**src/asn1_oid_arc_decoder_unit_assert.svh**
```systemverilog
// ---------------------------------------------------------------------------
// Assertion macros for the object identifier arc decoder
// Concurrent checks, clocked on the rising edge and disabled during reset.
// ---------------------------------------------------------------------------
`ifndef ASN1_OID_ARC_DECODER_UNIT_ASSERT_SVH
`define ASN1_OID_ARC_DECODER_UNIT_ASSERT_SVH

// The consequent must hold in the same cycle as the antecedent.
`define ASN1OID_ASSERT_SAME(label, clk, rst, ante, cons, msg) \
  label: assert property (@(posedge clk) disable iff (rst) (ante) |-> (cons)) \
    else $error(msg);

// The consequent must hold in the cycle after the antecedent.
`define ASN1OID_ASSERT_NEXT(label, clk, rst, ante, cons, msg) \
  label: assert property (@(posedge clk) disable iff (rst) (ante) |=> (cons)) \
    else $error(msg);

`endif

```
**src/asn1oid_pkg.sv**
```systemverilog
// ---------------------------------------------------------------------------
// asn1oid_pkg
// Shared types and constants of the object identifier arc decoder.
// ---------------------------------------------------------------------------
package asn1oid_pkg;

  localparam int COUNT_WIDTH_DEFAULT = 8;
  localparam int CMD_QUEUE_DEPTH     = 4;
  localparam logic [7:0] CAPACITY_RESET = 8'd16;
  localparam logic [4:0] OID_TAG        = 5'd6;
  localparam logic [31:0] ARC_SPLIT     = 32'd40;

  typedef enum logic [2:0] {
    STATUS_OK           = 3'd0,
    STATUS_WRONG_TAG    = 3'd1,
    STATUS_OVERFLOW     = 3'd2,
    STATUS_TRUNCATED    = 3'd3,
    STATUS_BAD_CAPACITY = 3'd4
  } status_t;

  // What the back end has to do with one queued command.
  typedef enum logic [1:0] {
    CMD_ARC   = 2'd0,
    CMD_PAIR  = 2'd1,
    CMD_FINAL = 2'd2
  } cmd_kind_t;

  typedef struct packed {
    logic [7:0] data_byte;
    logic       first_byte;
    logic       last_byte;
    logic [4:0] tag_number;
  } in_item_t;

  typedef struct packed {
    logic [31:0] arc_value;
    logic [7:0]  arc_index;
    logic        arc_valid;
    logic        final_mark;
    status_t     status;
    logic [7:0]  arc_count;
  } result_t;

  typedef struct packed {
    cmd_kind_t   kind;
    logic [31:0] value;
    logic [7:0]  index;
    logic        final_mark;
    status_t     status;
    logic [7:0]  count;
  } cmd_t;

endpackage

```
**src/asn1oid_front.sv**
```systemverilog
// ---------------------------------------------------------------------------
// asn1oid_front
// Gathers base-128 subidentifiers, tracks errors and arc counts, and issues
// one command per octet that yields results.
// ---------------------------------------------------------------------------
module asn1oid_front #(
  parameter int COUNT_WIDTH = asn1oid_pkg::COUNT_WIDTH_DEFAULT
) (
  input  logic                  clk,
  input  logic                  rst,
  input  logic                  accept,
  input  asn1oid_pkg::in_item_t item,
  input  logic [7:0]            capacity,
  output logic                  cmd_push,
  output asn1oid_pkg::cmd_t     cmd
);

  logic [31:0]            accumulator;
  logic [COUNT_WIDTH-1:0] arcs_done;
  asn1oid_pkg::status_t   error_code;
  logic                   tlv_open;

  logic [31:0]            accumulator_next;
  logic [COUNT_WIDTH-1:0] arcs_done_next;
  asn1oid_pkg::status_t   error_code_next;
  logic                   tlv_open_next;
  logic                   have_cmd;

  always_comb begin
    logic [31:0]            acc_w;
    logic [COUNT_WIDTH-1:0] arcs_w;
    asn1oid_pkg::status_t   err_w;
    logic                   open_w;
    logic [31:0]            shifted;

    acc_w  = accumulator;
    arcs_w = arcs_done;
    err_w  = error_code;
    open_w = tlv_open;
    if (item.first_byte) begin
      acc_w  = '0;
      arcs_w = '0;
      open_w = 1'b1;
      if (capacity < 8'd2) begin
        err_w = asn1oid_pkg::STATUS_BAD_CAPACITY;
      end else if (item.tag_number != asn1oid_pkg::OID_TAG) begin
        err_w = asn1oid_pkg::STATUS_WRONG_TAG;
      end else begin
        err_w = asn1oid_pkg::STATUS_OK;
      end
    end

    accumulator_next = acc_w;
    arcs_done_next   = arcs_w;
    error_code_next  = err_w;
    tlv_open_next    = open_w;
    shifted          = {acc_w[24:0], item.data_byte[6:0]};
    have_cmd         = 1'b0;
    cmd.kind         = asn1oid_pkg::CMD_ARC;
    cmd.value        = shifted;
    cmd.index        = 8'(arcs_w);
    cmd.final_mark   = 1'b0;
    cmd.status       = asn1oid_pkg::STATUS_OK;
    cmd.count        = '0;

    if (open_w) begin
      if (err_w == asn1oid_pkg::STATUS_OK) begin
        if (acc_w[31:25] != 7'd0) begin
          error_code_next = asn1oid_pkg::STATUS_OVERFLOW;
        end else if (!item.data_byte[7]) begin
          accumulator_next = '0;
          if (arcs_w == '0) begin
            // The first subidentifier always splits into two arcs.
            have_cmd       = 1'b1;
            cmd.kind       = asn1oid_pkg::CMD_PAIR;
            arcs_done_next = COUNT_WIDTH'(2);
          end else if ((32'(arcs_w) >= 32'(capacity)) || (arcs_w == '1)) begin
            error_code_next = asn1oid_pkg::STATUS_OVERFLOW;
          end else begin
            have_cmd       = 1'b1;
            arcs_done_next = arcs_w + 1'b1;
          end
        end else begin
          accumulator_next = shifted;
          if (item.last_byte) begin
            error_code_next = asn1oid_pkg::STATUS_TRUNCATED;
          end
        end
      end

      if (item.last_byte) begin
        tlv_open_next = 1'b0;
        if (error_code_next != asn1oid_pkg::STATUS_OK) begin
          // An error replaces any arcs of this octet by one status result.
          have_cmd   = 1'b1;
          cmd.kind   = asn1oid_pkg::CMD_FINAL;
          cmd.value  = '0;
          cmd.index  = '0;
          cmd.status = error_code_next;
        end else if (have_cmd) begin
          cmd.count = 8'(arcs_done_next);
        end else begin
          have_cmd  = 1'b1;
          cmd.kind  = asn1oid_pkg::CMD_FINAL;
          cmd.value = '0;
          cmd.index = '0;
          cmd.count = 8'(arcs_done_next);
        end
        cmd.final_mark = 1'b1;
      end
    end
  end

  assign cmd_push = accept && have_cmd;

  always_ff @(posedge clk) begin
    if (rst) begin
      accumulator <= '0;
      arcs_done   <= '0;
      error_code  <= asn1oid_pkg::STATUS_OK;
      tlv_open    <= 1'b0;
    end else if (accept) begin
      accumulator <= accumulator_next;
      arcs_done   <= arcs_done_next;
      error_code  <= error_code_next;
      tlv_open    <= tlv_open_next;
    end
  end

endmodule

```
**src/asn1oid_queue.sv**
```systemverilog
// ---------------------------------------------------------------------------
// asn1oid_queue
// Short command queue that decouples the front end from the back end.
// ---------------------------------------------------------------------------
`include "asn1_oid_arc_decoder_unit_assert.svh"

module asn1oid_queue (
  input  logic              clk,
  input  logic              rst,
  input  logic              push_en,
  input  asn1oid_pkg::cmd_t push_cmd,
  output logic              full,
  input  logic              pop_en,
  output logic              head_valid,
  output asn1oid_pkg::cmd_t head
);

  localparam int DEPTH = asn1oid_pkg::CMD_QUEUE_DEPTH;
  localparam int PTR_W = $clog2(DEPTH);
  localparam int CNT_W = $clog2(DEPTH + 1);

  asn1oid_pkg::cmd_t entries [DEPTH];
  logic [PTR_W-1:0]  wr_ptr;
  logic [PTR_W-1:0]  rd_ptr;
  logic [CNT_W-1:0]  count;
  logic              do_pop;

  assign full       = (count == CNT_W'(DEPTH));
  assign head_valid = (count != '0);
  assign head       = entries[rd_ptr];
  assign do_pop     = pop_en && head_valid;

  always_ff @(posedge clk) begin
    if (push_en) begin
      entries[wr_ptr] <= push_cmd;
    end
  end

  always_ff @(posedge clk) begin
    if (rst) begin
      wr_ptr <= '0;
      rd_ptr <= '0;
      count  <= '0;
    end else begin
      if (push_en) begin
        wr_ptr <= wr_ptr + 1'b1;
      end
      if (do_pop) begin
        rd_ptr <= rd_ptr + 1'b1;
      end
      if (push_en && !do_pop) begin
        count <= count + 1'b1;
      end else if (!push_en && do_pop) begin
        count <= count - 1'b1;
      end
    end
  end

  `ASN1OID_ASSERT_SAME(a_no_push_when_full, clk, rst, push_en, !full,
                       "command pushed into a full queue")
  `ASN1OID_ASSERT_NEXT(a_pop_only_count_drops, clk, rst, do_pop && !push_en && !full,
                       count == $past(count) - 1'b1, "queue count did not fall on a pop")

endmodule

```
**src/asn1oid_back.sv**
```systemverilog
// ---------------------------------------------------------------------------
// asn1oid_back
// Turns queued commands into result transactions, splitting the first
// subidentifier into two arcs, and holds the result register.
// ---------------------------------------------------------------------------
`include "asn1_oid_arc_decoder_unit_assert.svh"

module asn1oid_back (
  input  logic                 clk,
  input  logic                 rst,
  input  logic                 head_valid,
  input  asn1oid_pkg::cmd_t    head,
  output logic                 cmd_pop,
  output logic                 out_valid,
  output asn1oid_pkg::result_t out_data,
  input  logic                 out_pop
);

  localparam logic [31:0] SPLIT_TWICE = 2 * asn1oid_pkg::ARC_SPLIT;

  logic                 phase;
  logic                 load;
  logic                 is_pair;
  logic [31:0]          high_arc;
  logic [31:0]          low_arc;
  asn1oid_pkg::result_t res;

  assign is_pair = (head.kind == asn1oid_pkg::CMD_PAIR);
  assign load    = head_valid && (!out_valid || out_pop);
  assign cmd_pop = load && !(is_pair && !phase);

  // min(v / 40, 2) needs only two compares against constants.
  always_comb begin
    if (head.value >= SPLIT_TWICE) begin
      high_arc = 32'd2;
      low_arc  = head.value - SPLIT_TWICE;
    end else if (head.value >= asn1oid_pkg::ARC_SPLIT) begin
      high_arc = 32'd1;
      low_arc  = head.value - asn1oid_pkg::ARC_SPLIT;
    end else begin
      high_arc = 32'd0;
      low_arc  = head.value;
    end
  end

  always_comb begin
    res.arc_value  = head.value;
    res.arc_index  = head.index;
    res.arc_valid  = 1'b1;
    res.final_mark = head.final_mark;
    res.status     = asn1oid_pkg::STATUS_OK;
    res.arc_count  = head.count;
    case (head.kind)
      asn1oid_pkg::CMD_PAIR: begin
        if (!phase) begin
          res.arc_value  = high_arc;
          res.arc_index  = 8'd0;
          res.final_mark = 1'b0;
          res.arc_count  = '0;
        end else begin
          res.arc_value = low_arc;
          res.arc_index = 8'd1;
        end
      end
      asn1oid_pkg::CMD_FINAL: begin
        res.arc_valid = 1'b0;
        res.status    = head.status;
      end
      default: begin
      end
    endcase
  end

  always_ff @(posedge clk) begin
    if (rst) begin
      out_valid <= 1'b0;
      phase     <= 1'b0;
    end else if (load) begin
      out_valid <= 1'b1;
      phase     <= is_pair && !phase;
    end else if (out_pop) begin
      out_valid <= 1'b0;
    end
  end

  always_ff @(posedge clk) begin
    if (load) begin
      out_data <= res;
    end
  end

  `ASN1OID_ASSERT_SAME(a_second_half_of_pair, clk, rst, phase, head_valid && is_pair,
                       "second arc pending without a pair command at the queue head")
  `ASN1OID_ASSERT_SAME(a_error_has_no_arc, clk, rst,
                       out_valid && (out_data.status != asn1oid_pkg::STATUS_OK),
                       out_data.final_mark && !out_data.arc_valid && (out_data.arc_count == 8'd0),
                       "error status on a result that is not a bare final one")

endmodule

```
**src/asn1_oid_arc_decoder_unit.sv**
```systemverilog
// ---------------------------------------------------------------------------
// asn1_oid_arc_decoder_unit
// Decodes the content octets of an object identifier TLV into arcs.
// ---------------------------------------------------------------------------
//
//  Channel   Handshake               Payload
//  -------   ---------------------   ----------------------------------------
//  input     push / full             item   : one content octet and marks
//  result    empty / pop             result : arc or final status and count
//  config    cfg_valid / cfg_ready   cfg_data : arc capacity
//
// The front end updates its accumulator from each accepted octet, so octets
// may follow each other on every clock while full is low.
// Each octet yields at most one queued command; the first subidentifier
// yields two results, which the back end delivers one after the other, so
// the result side sets the pace to one result per cycle while pop is held.
// Reset is synchronous; capacity returns to 16.
// full is raised only when the four-entry command queue fills; results that
// wait at the output do not stop octets from entering until then.
// ---------------------------------------------------------------------------
module asn1_oid_arc_decoder_unit #(
  parameter int COUNT_WIDTH = asn1oid_pkg::COUNT_WIDTH_DEFAULT
) (
  input  logic                 clk,
  input  logic                 rst,
  input  logic                 push,
  output logic                 full,
  input  asn1oid_pkg::in_item_t item,
  output logic                 empty,
  input  logic                 pop,
  output asn1oid_pkg::result_t result,
  input  logic                 cfg_valid,
  output logic                 cfg_ready,
  input  logic [7:0]           cfg_data
);

  // The capacity register must be written by the user only while the block is idle;
  // the block does not enforce this. The front end reads it live for every arc.
  logic [7:0] capacity;

  logic              in_accept;
  logic              cmd_push;
  asn1oid_pkg::cmd_t cmd;
  logic              q_full;
  logic              q_pop;
  logic              head_valid;
  asn1oid_pkg::cmd_t head;
  logic              out_valid;

  assign cfg_ready = 1'b1;
  assign full      = q_full;
  assign in_accept = push && !q_full;
  assign empty     = !out_valid;

  always_ff @(posedge clk) begin
    if (rst) begin
      capacity <= asn1oid_pkg::CAPACITY_RESET;
    end else if (cfg_valid && cfg_ready) begin
      capacity <= cfg_data;
    end
  end

  // Front end: one transaction per cycle while the queue is not full, classifies
  // the octet and updates the accumulator, arc counter and sticky error code.
  asn1oid_front #(
    .COUNT_WIDTH(COUNT_WIDTH)
  ) u_front (
    .clk      (clk),
    .rst      (rst),
    .accept   (in_accept),
    .item     (item),
    .capacity (capacity),
    .cmd_push (cmd_push),
    .cmd      (cmd)
  );

  // The queue lets octets keep arriving while the result side is stalled.
  asn1oid_queue u_queue (
    .clk        (clk),
    .rst        (rst),
    .push_en    (cmd_push),
    .push_cmd   (cmd),
    .full       (q_full),
    .pop_en     (q_pop),
    .head_valid (head_valid),
    .head       (head)
  );

  // Back end: expands commands into result transactions behind a register.
  asn1oid_back u_back (
    .clk        (clk),
    .rst        (rst),
    .head_valid (head_valid),
    .head       (head),
    .cmd_pop    (q_pop),
    .out_valid  (out_valid),
    .out_data   (result),
    .out_pop    (pop)
  );

endmodule
```
**config.mk**
```make
export PLATFORM = sky130hd
export DESIGN_NAME = asn1_oid_arc_decoder_unit
export DESIGN_NICKNAME = d
export VERILOG_FILES = /design/src/asn1oid_pkg.sv /design/src/asn1oid_front.sv /design/src/asn1oid_queue.sv /design/src/asn1oid_back.sv /design/src/asn1_oid_arc_decoder_unit.sv
export VERILOG_INCLUDE_DIRS = /design/src /design/src/src
export SDC_FILE = /design/constraint.sdc
export NUM_CORES = 1
export LEC_CHECK = 0
export ABC_AREA = 1
export BUFFER_PORTS_ARGS = -buffer_cell sky130_fd_sc_hd__buf_2
export CAP_MARGIN = 25
export CORE_MARGIN = 2
export CORE_UTILIZATION = 43
export DETAILED_ROUTE_END_ITERATION = 12
export PLACE_DENSITY = 0.63
export SETUP_SLACK_MARGIN = 0.3
export SLEW_MARGIN = 15
export SYNTH_ARGS = -nofsm -noshare
export SYNTH_HDL_FRONTEND = slang
export SYNTH_HIERARCHICAL = 1
export SYNTH_SLANG_ARGS = --single-unit
```
**constraint.sdc**
```tcl
create_clock -name clk -period 11.98 [get_ports clk]
set_input_delay 2.396 -clock clk [delete_from_list [all_inputs] [get_ports clk]]
set_output_delay 2.396 -clock clk [all_outputs]
set_load 0.01 [all_outputs]
```
Yosys cells after proc, flatten, opt, wreduce, memory -nomap -nowiden

Memories as Yosys holds them, arrays and structs flattened. A register that Yosys moved wholly into a read port is not among the register bits.
Cells that the tools add are included.

Register bits: 114
Bits of input ports: 28
Memories kept: 1
RAM bits: 216
Output and inout port bits: 56

Add/subtract/negate cells: 7
Multiplexer cells: 63
Reductions and logical operators: 23
Equal/unequal tests: 5
$lt $le $gt $ge: 4

Memory list:

| memory          | depth | bits a word | rd ports | clocked after memory_dff | write ports | line                | RTL |
|---|---|---|---|---|---|---|---|
| u_queue.entries | 4     | 54          | 1        | 1                        | 1           | asn1oid_queue.sv:22 | `asn1oid_pkg::cmd_t entries [DEPTH];` |

Operators with widths:

| cell                                                               | count |
|---|---|
| 2-to-1 mux 32 bit                                                  | 8 |
| 2-to-1 mux 54 bit                                                  | 2 |
| 2-to-1 mux 42 bit                                                  | 2 |
| 2-to-1 mux 40 bit                                                  | 2 |
| 2-to-1 mux 8 bit                                                   | 10 |
| 2-to-1 mux 3 bit                                                   | 13 |
| greater-or-equal comparator 32 x 6 -> 1 bit, second input constant | 1 |
| greater-or-equal comparator 32 x 7 -> 1 bit, second input constant | 1 |
| subtractor 32 x 6 -> 32 bit, second input constant                 | 1 |
| subtractor 32 x 7 -> 32 bit, second input constant                 | 1 |
| 2-to-1 mux 1 bit                                                   | 21 |
| 2-to-1 mux 2 bit                                                   | 5 |
| adder 8 x 1 -> 8 bit, second input constant                        | 1 |
| == test 8 bit, second input constant                               | 1 |
| greater-or-equal comparator 8 bit                                  | 1 |
| logical AND 1 bit                                                  | 8 |
| logical NOT 8 bit                                                  | 1 |
| < comparator 8 x 2 -> 1 bit, second input constant                 | 1 |
| nonzero test 7 bit                                                 | 1 |
| logical NOT 1 bit                                                  | 6 |
| nonzero test 3 bit                                                 | 2 |
| != test 5 x 3 -> 1 bit, second input constant                      | 1 |
| adder 2 x 1 -> 2 bit, second input constant                        | 2 |
| nonzero test 2 bit                                                 | 2 |
| 7 further kinds                                                    | 8 |

Depth between registers and ports, before layout

Depth after elaboration: 16
Mapped depth: 25
Depth with buffers taken out: 23

Modules after synthesis

The synthesis kept the hierarchy.

By module, submodules not included:

| module                    | cells an instance | seq. area each (sq um) | instances | area an instance (sq um) |
|---|---|---|---|---|
| asn1oid_queue             | 585               | 6666.4                 | 1         | 8448.1 |
| asn1oid_back              | 476               | 1631.6                 | 1         | 3525.9 |
| asn1oid_front             | 529               | 880.8                  | 1         | 3185.6 |
| asn1_oid_arc_decoder_unit | 55                | 160.2                  | 1         | 361.6 |

Worst setup path before layout

Ideal clock, no wire load.

Path type: input -> register
Start: in item[6] in the netlist's numbering
End: mem u_queue/entries[0][0] in the netlist's numbering (enable)
Setup slack: 6443 ps
Data arrival time: 5129 ps
Stages on the path: 18
Path through: inv_2 > buf_6 > buf_6 > nand2_2 > ha_1 > inv_1 > nand2_1 > nand2_1 > nand3_1 > nand2_1 > nand2_1 > nand2_1 > nand2_1 > a21oi_2 > nor2_1 > nor2_1 > nand2_1 > inv_1

Longest elaborated chain between the ends: 14
Elaborated cells on any way between the ends: 21
Classes of those cells: 1 x order compare; 1 x eq/ne; 14 x mux; 5 x reduce/logical

RTL lines:

| item                                                                      | line                            | RTL |
|---|---|---|
| from (decl)                                                               | asn1_oid_arc_decoder_unit.sv:28 | `input asn1oid_pkg::in_item_t item,` |
| 2-to-1 mux 8 bit                                                          | asn1oid_front.sv:40             | `if (item.first_byte) begin` |
| greater-or-equal comparator 8 bit / == test 8 bit (equally long branches) | asn1oid_front.sv:77             | `end else if ((32'(arcs_w) >= 32'(capacity)) \|\| (arcs_w == '1)) begin` |
| logical OR 1 bit                                                          | asn1oid_front.sv:77             |  |
| 2-to-1 mux 1 bit                                                          | asn1oid_front.sv:77             |  |
| 2-to-1 mux 1 bit                                                          | asn1oid_front.sv:72             | `if (arcs_w == '0) begin` |
| 2-to-1 mux 1 bit                                                          | asn1oid_front.sv:70             | `end else if (!item.data_byte[7]) begin` |
| 2-to-1 mux 1 bit                                                          | asn1oid_front.sv:68             | `if (acc_w[31:25] != 7'd0) begin` |
| 2-to-1 mux 1 bit                                                          | asn1oid_front.sv:67             | `if (err_w == asn1oid_pkg::STATUS_OK) begin` |
| 2-to-1 mux 1 bit                                                          | asn1oid_front.sv:66             | `if (open_w) begin` |
| 2-to-1 mux 1 bit                                                          | asn1oid_front.sv:91             | `if (item.last_byte) begin` |
| 2-to-1 mux 1 bit *                                                        | asn1oid_front.sv:66             |  |
| logical AND 1 bit *                                                       | asn1oid_front.sv:114            | `assign cmd_push = accept && have_cmd;` |
| net cmd_push                                                              | asn1_oid_arc_decoder_unit.sv:42 | `logic cmd_push;` |
| 2-to-1 mux 1 bit *                                                        | asn1oid_queue.sv:34             | `if (push_en) begin` |
| 2-to-1 mux 1 bit (implied by the code) *                                  | asn1oid_queue.sv:35             | `entries[wr_ptr] <= push_cmd;` |
| to (decl)                                                                 | asn1oid_queue.sv:22             |  |

Mark *: on every way through the listed nets, which the timed path passes. The rest lies on a longest branch. The select of a mux whose other input is x is not followed.

Final worst setup path

Start: in item[6] in the netlist's numbering
End: mem u_queue/entries[1][4] in the netlist's numbering (enable)

The elaborated chain is that of the path after synthesis.

==> flow_summary.yaml <==
layout:
  fin_nets: 1746
  layout-drive-gt1-share_pct: 11.8
  layout_commonest_cell: "nor2_1"
  final_cell_mix: "nor2_1, edfxtp_1, nand2_1"
  stdcell_area_um2: 17400
  areaGrowthSynthToFinish_pct: 11.9
  diodes: 0
  fillers: 3308
global_route:
  grt_overflow: 0
  grt_pass1_vias: 10900
  grt_max_degree: 109
  grt_usage_pct: 19.9
  antenna_found_initial: 0
  grt_pass1_wl_um: 59700
floorplanning:
  fp.coreArea_um2: 35600
  initial_core_util_pct: 43.6
  die_width_um: 194
  die_y_um: 194
  die_area_um2: 37600
  ioPinCount: 84
  rows: 69
critical_path:
  r2r-end: "u_back/out_data[45]"
  cp_common_cell: "nand2_1"
  cp-endpoint: "u_queue/entries[1][4]"
  crit_required_ns: 12.14
  path_max_fanout: 54
  ff2ff_setup_slack_ns: 7.63
  worst_path_largest_cell_delay_ns: 0.61
  crit_path_start_kind: "primary input"
  worstSetupPathDepth: 16
  timing.critical_path.cells: "buf_2, inv_2, nand2_1, inv_1, ha_1, nand2_1, o21a_1, nand2_1, inv_1, nand2_1, a21oi_2, nor2_1, nor2_1, nand2_1, inv_2, buf_4"
  arrival_ns: 5.88
  cp_slowest_cell: "buf_4"
  critPathCaptureType: "register"
  critPathLaunch: "item[6]"
  cp_top_family: "buffers and inverters"
  rr_worst_depth: 13
  critical_path_buf_inv_count: 6
  crit_type: "in -> reg"
placement:
  portBuffers: 82
  place.gp.congestion: 0.895
  place_hpwl_um: 24300
  placed_cell_area_um2: 16200
status:
  status: "complete, no violations"
timing:
  timing.fmax_ghz: 0.175
  fin_skew_ns: 0.0128
  layout_min_cycle_time_ns: 5.72
  setup_viol: 0
  rsz0062_at_grt: "no"
  tns_ns: 0
  slew_headroom_pct: 34.0
  report.final.hold_viol_count: 0
  maxSlewViolCount: 0
  worst_pin_slew_ns: 0.990
  post-route-period-util_pct: 47.7
detailed_routing:
  antenna_left: 0
  drt_wl_total_um: 37700
  vias: 11500
  dr_wl_met3_um: 2470
  drt_iter0_drc: 1090
  drc_errors: 0
  drt-pass1-iter-count: 5
  met2WireLength_um: 16700
  highest_layer: "met4"
  viasPerCell: 5.28
  wl_met1_um: 17900
  wl_per_cell_um: 17.2
clock_network:
  cts_tree: "done"
  hold_buffers: 0
  cts_setup_buffers: 0
  cts.clk_slew.worst_paths_ns: 0.06
  clkLatencyLatePin_ns: 0.54
  cts_sinks: 332
  ctsRootBufferMaster: "clkbuf_16"
  cts_max_level: 2
  numCtsBuffers: 35
  clk_path_buf_depth: 3
  cts_resized: 0
logic_synthesis:
  synth_compound_area_share_pct: 10.4
  ys_warn_count: 6
  syn_area_per_cell_um2: 9.44
  syn_inst: 1645
  synth_fp_nets: 1693
  ys_seq_area_share_pct: 60.2
  yosys.area_share.xor_xnor_pct: 0.734
  synthAdderAreaFrac_pct: 1.66
  ys_types: 46
  synth.area.mux_share_pct: 0
  synth_area_um2: 15500
  ys_ff_latch: 332
  synthSimpleGateAreaFrac_pct: 19.1
  synth-edff-count: 269
  async_flop_share_pct: 0
  synth_top_family_by_area: "simple AND/OR/NAND/NOR gates"
  synth_top_flop_cell: "edfxtp_1"
job:
  maxCapViolations: 0
power_and_ir_drop:
  leakagePower_nw: 7.01
  ir_worst_vdd_mv: 0.173
  powerDensity_nw_per_um2: 212
hold_path:
  min_path_type: "reg -> reg"
[worst min path at each step]
stage / cells past startpoint / to / start
after CTS: 2 / capacity[4] / capacity[4]
final: 2 / capacity[4] / capacity[4]
after global placement: 2 / capacity[4] / capacity[4]
after floorplan: 2 / capacity[4] / capacity[4]
after detailed placement: 2 / capacity[4] / capacity[4]
after global routing: 2 / capacity[4] / capacity[4]
[cells in the mapped netlist (2+ instances only)]
cell type / n / area [µm²]
a21oi_1: 34 / 170
a31oi_1: 20 / 125
buf_2: 35 / 175
buf_4: 7 / 52.6
buf_6: 12 / 135
clkbuf_1: 20 / 75.1
clkbuf_2: 8 / 40.0
clkinv_1: 4 / 15.0
dfxtp_1: 63 / 1260
edfxtp_1: 269 / 8080
ha_1: 19 / 238
inv_1: 184 / 691
inv_2: 8 / 30.0
nand2_1: 234 / 878
nand2_2: 11 / 68.8
nand3_1: 78 / 390
nand3_2: 2 / 20.0
nand3b_1: 2 / 15.0
nand4_1: 21 / 131
nor2_1: 316 / 1190
nor2_2: 11 / 68.8
nor2_4: 4 / 45.0
nor3_1: 6 / 30.0
nor4_1: 11 / 68.8
o211ai_1: 4 / 30.0
o21ai_0: 148 / 741
o21ai_1: 29 / 145
o221ai_1: 2 / 17.5
o22ai_1: 54 / 338
xor2_1: 13 / 114
[flip-flops by register name (all words and copies together) (netlist names), named ones only]
register	flops
capacity	8
u_back/out_data	53
u_back/out_valid	1
u_back/phase	1
u_front/accumulator	32
u_front/arcs_done	8
u_front/error_code	3
u_front/tlv_open	1
u_queue/count	3
u_queue/entries	216
u_queue/rd_ptr	2
u_queue/wr_ptr	2
[cells by family (layout without fill, tap and decap cells)]
family | Yosys count | after routing
buffers and inverters | 279 | 359
other | 1 | 1
and+or+nand+nor | 702 | 702
adders and majority gates | 20 | 20
xor gates and xnor gates | 13 | 13
AOI/OAI and AO/OA | 298 | 298
DFF | 332 | 332
[worst reg2reg max path, stage by stage (launching register included)]
cell,delay [ns]
dfxtp_2,0.74
buf_4,0.71
o21ai_0,0.20
o22ai_1,0.61
inv_1,0.20
ha_1,0.28
nand2_1,0.07
nand2_1,0.12
nand2_2,0.17
nor2_1,0.07
nand2_2,0.43
nand3_1,0.24
o21ai_0,0.21
nor2_1,0.05
[power breakdown]
part | switching [mW] | leakage [nW] | total, mW | internal, mW
Clock | 0.459 | 0.571 | 1.10 | 0.645
Sequential | 0.0622 | 3.06 | 1.52 | 1.46
Combinational | 0.746 | 3.38 | 1.06 | 0.311
Total | 1.27 | 7.01 | 3.68 | 2.42
[metal layers]
metal,vias up,GRT usage (%)
li1,5639,-
met1,5504,29.4
met2,354,30.6
met3,48,3.10
met4,0,4.99
met5,-,0
[through the flow]
stage               power [mW]  instances  util [%]  worst slack (ns)  hold slack (ns)
floorplan                 2.28       1645         -              6.44            0.428
global placement          2.58       2120      45.4              5.81            0.446
detailed placement        2.61       2122      45.5              5.71            0.448
CTS                       3.72       2186      48.8              6.27            0.466
global route              3.91       2186      48.8              5.88            0.491
finish                    3.68       2186      48.8              6.26            0.458
[cell type report]
type / count / area, µm² / share of cell area (%)
Tap cell: 461 / 577 / 3.32
Multi-Input combinational cell: 1034 / 4960 / 28.6
Inverter: 197 / 744 / 4.29
Timing Repair Buffer: 98 / 563 / 3.24
Sequential cell: 332 / 9340 / 53.8
Clock buffer: 40 / 915 / 5.27
Clock inverter: 24 / 262 / 1.51
(Power assumes the default switching activity.)
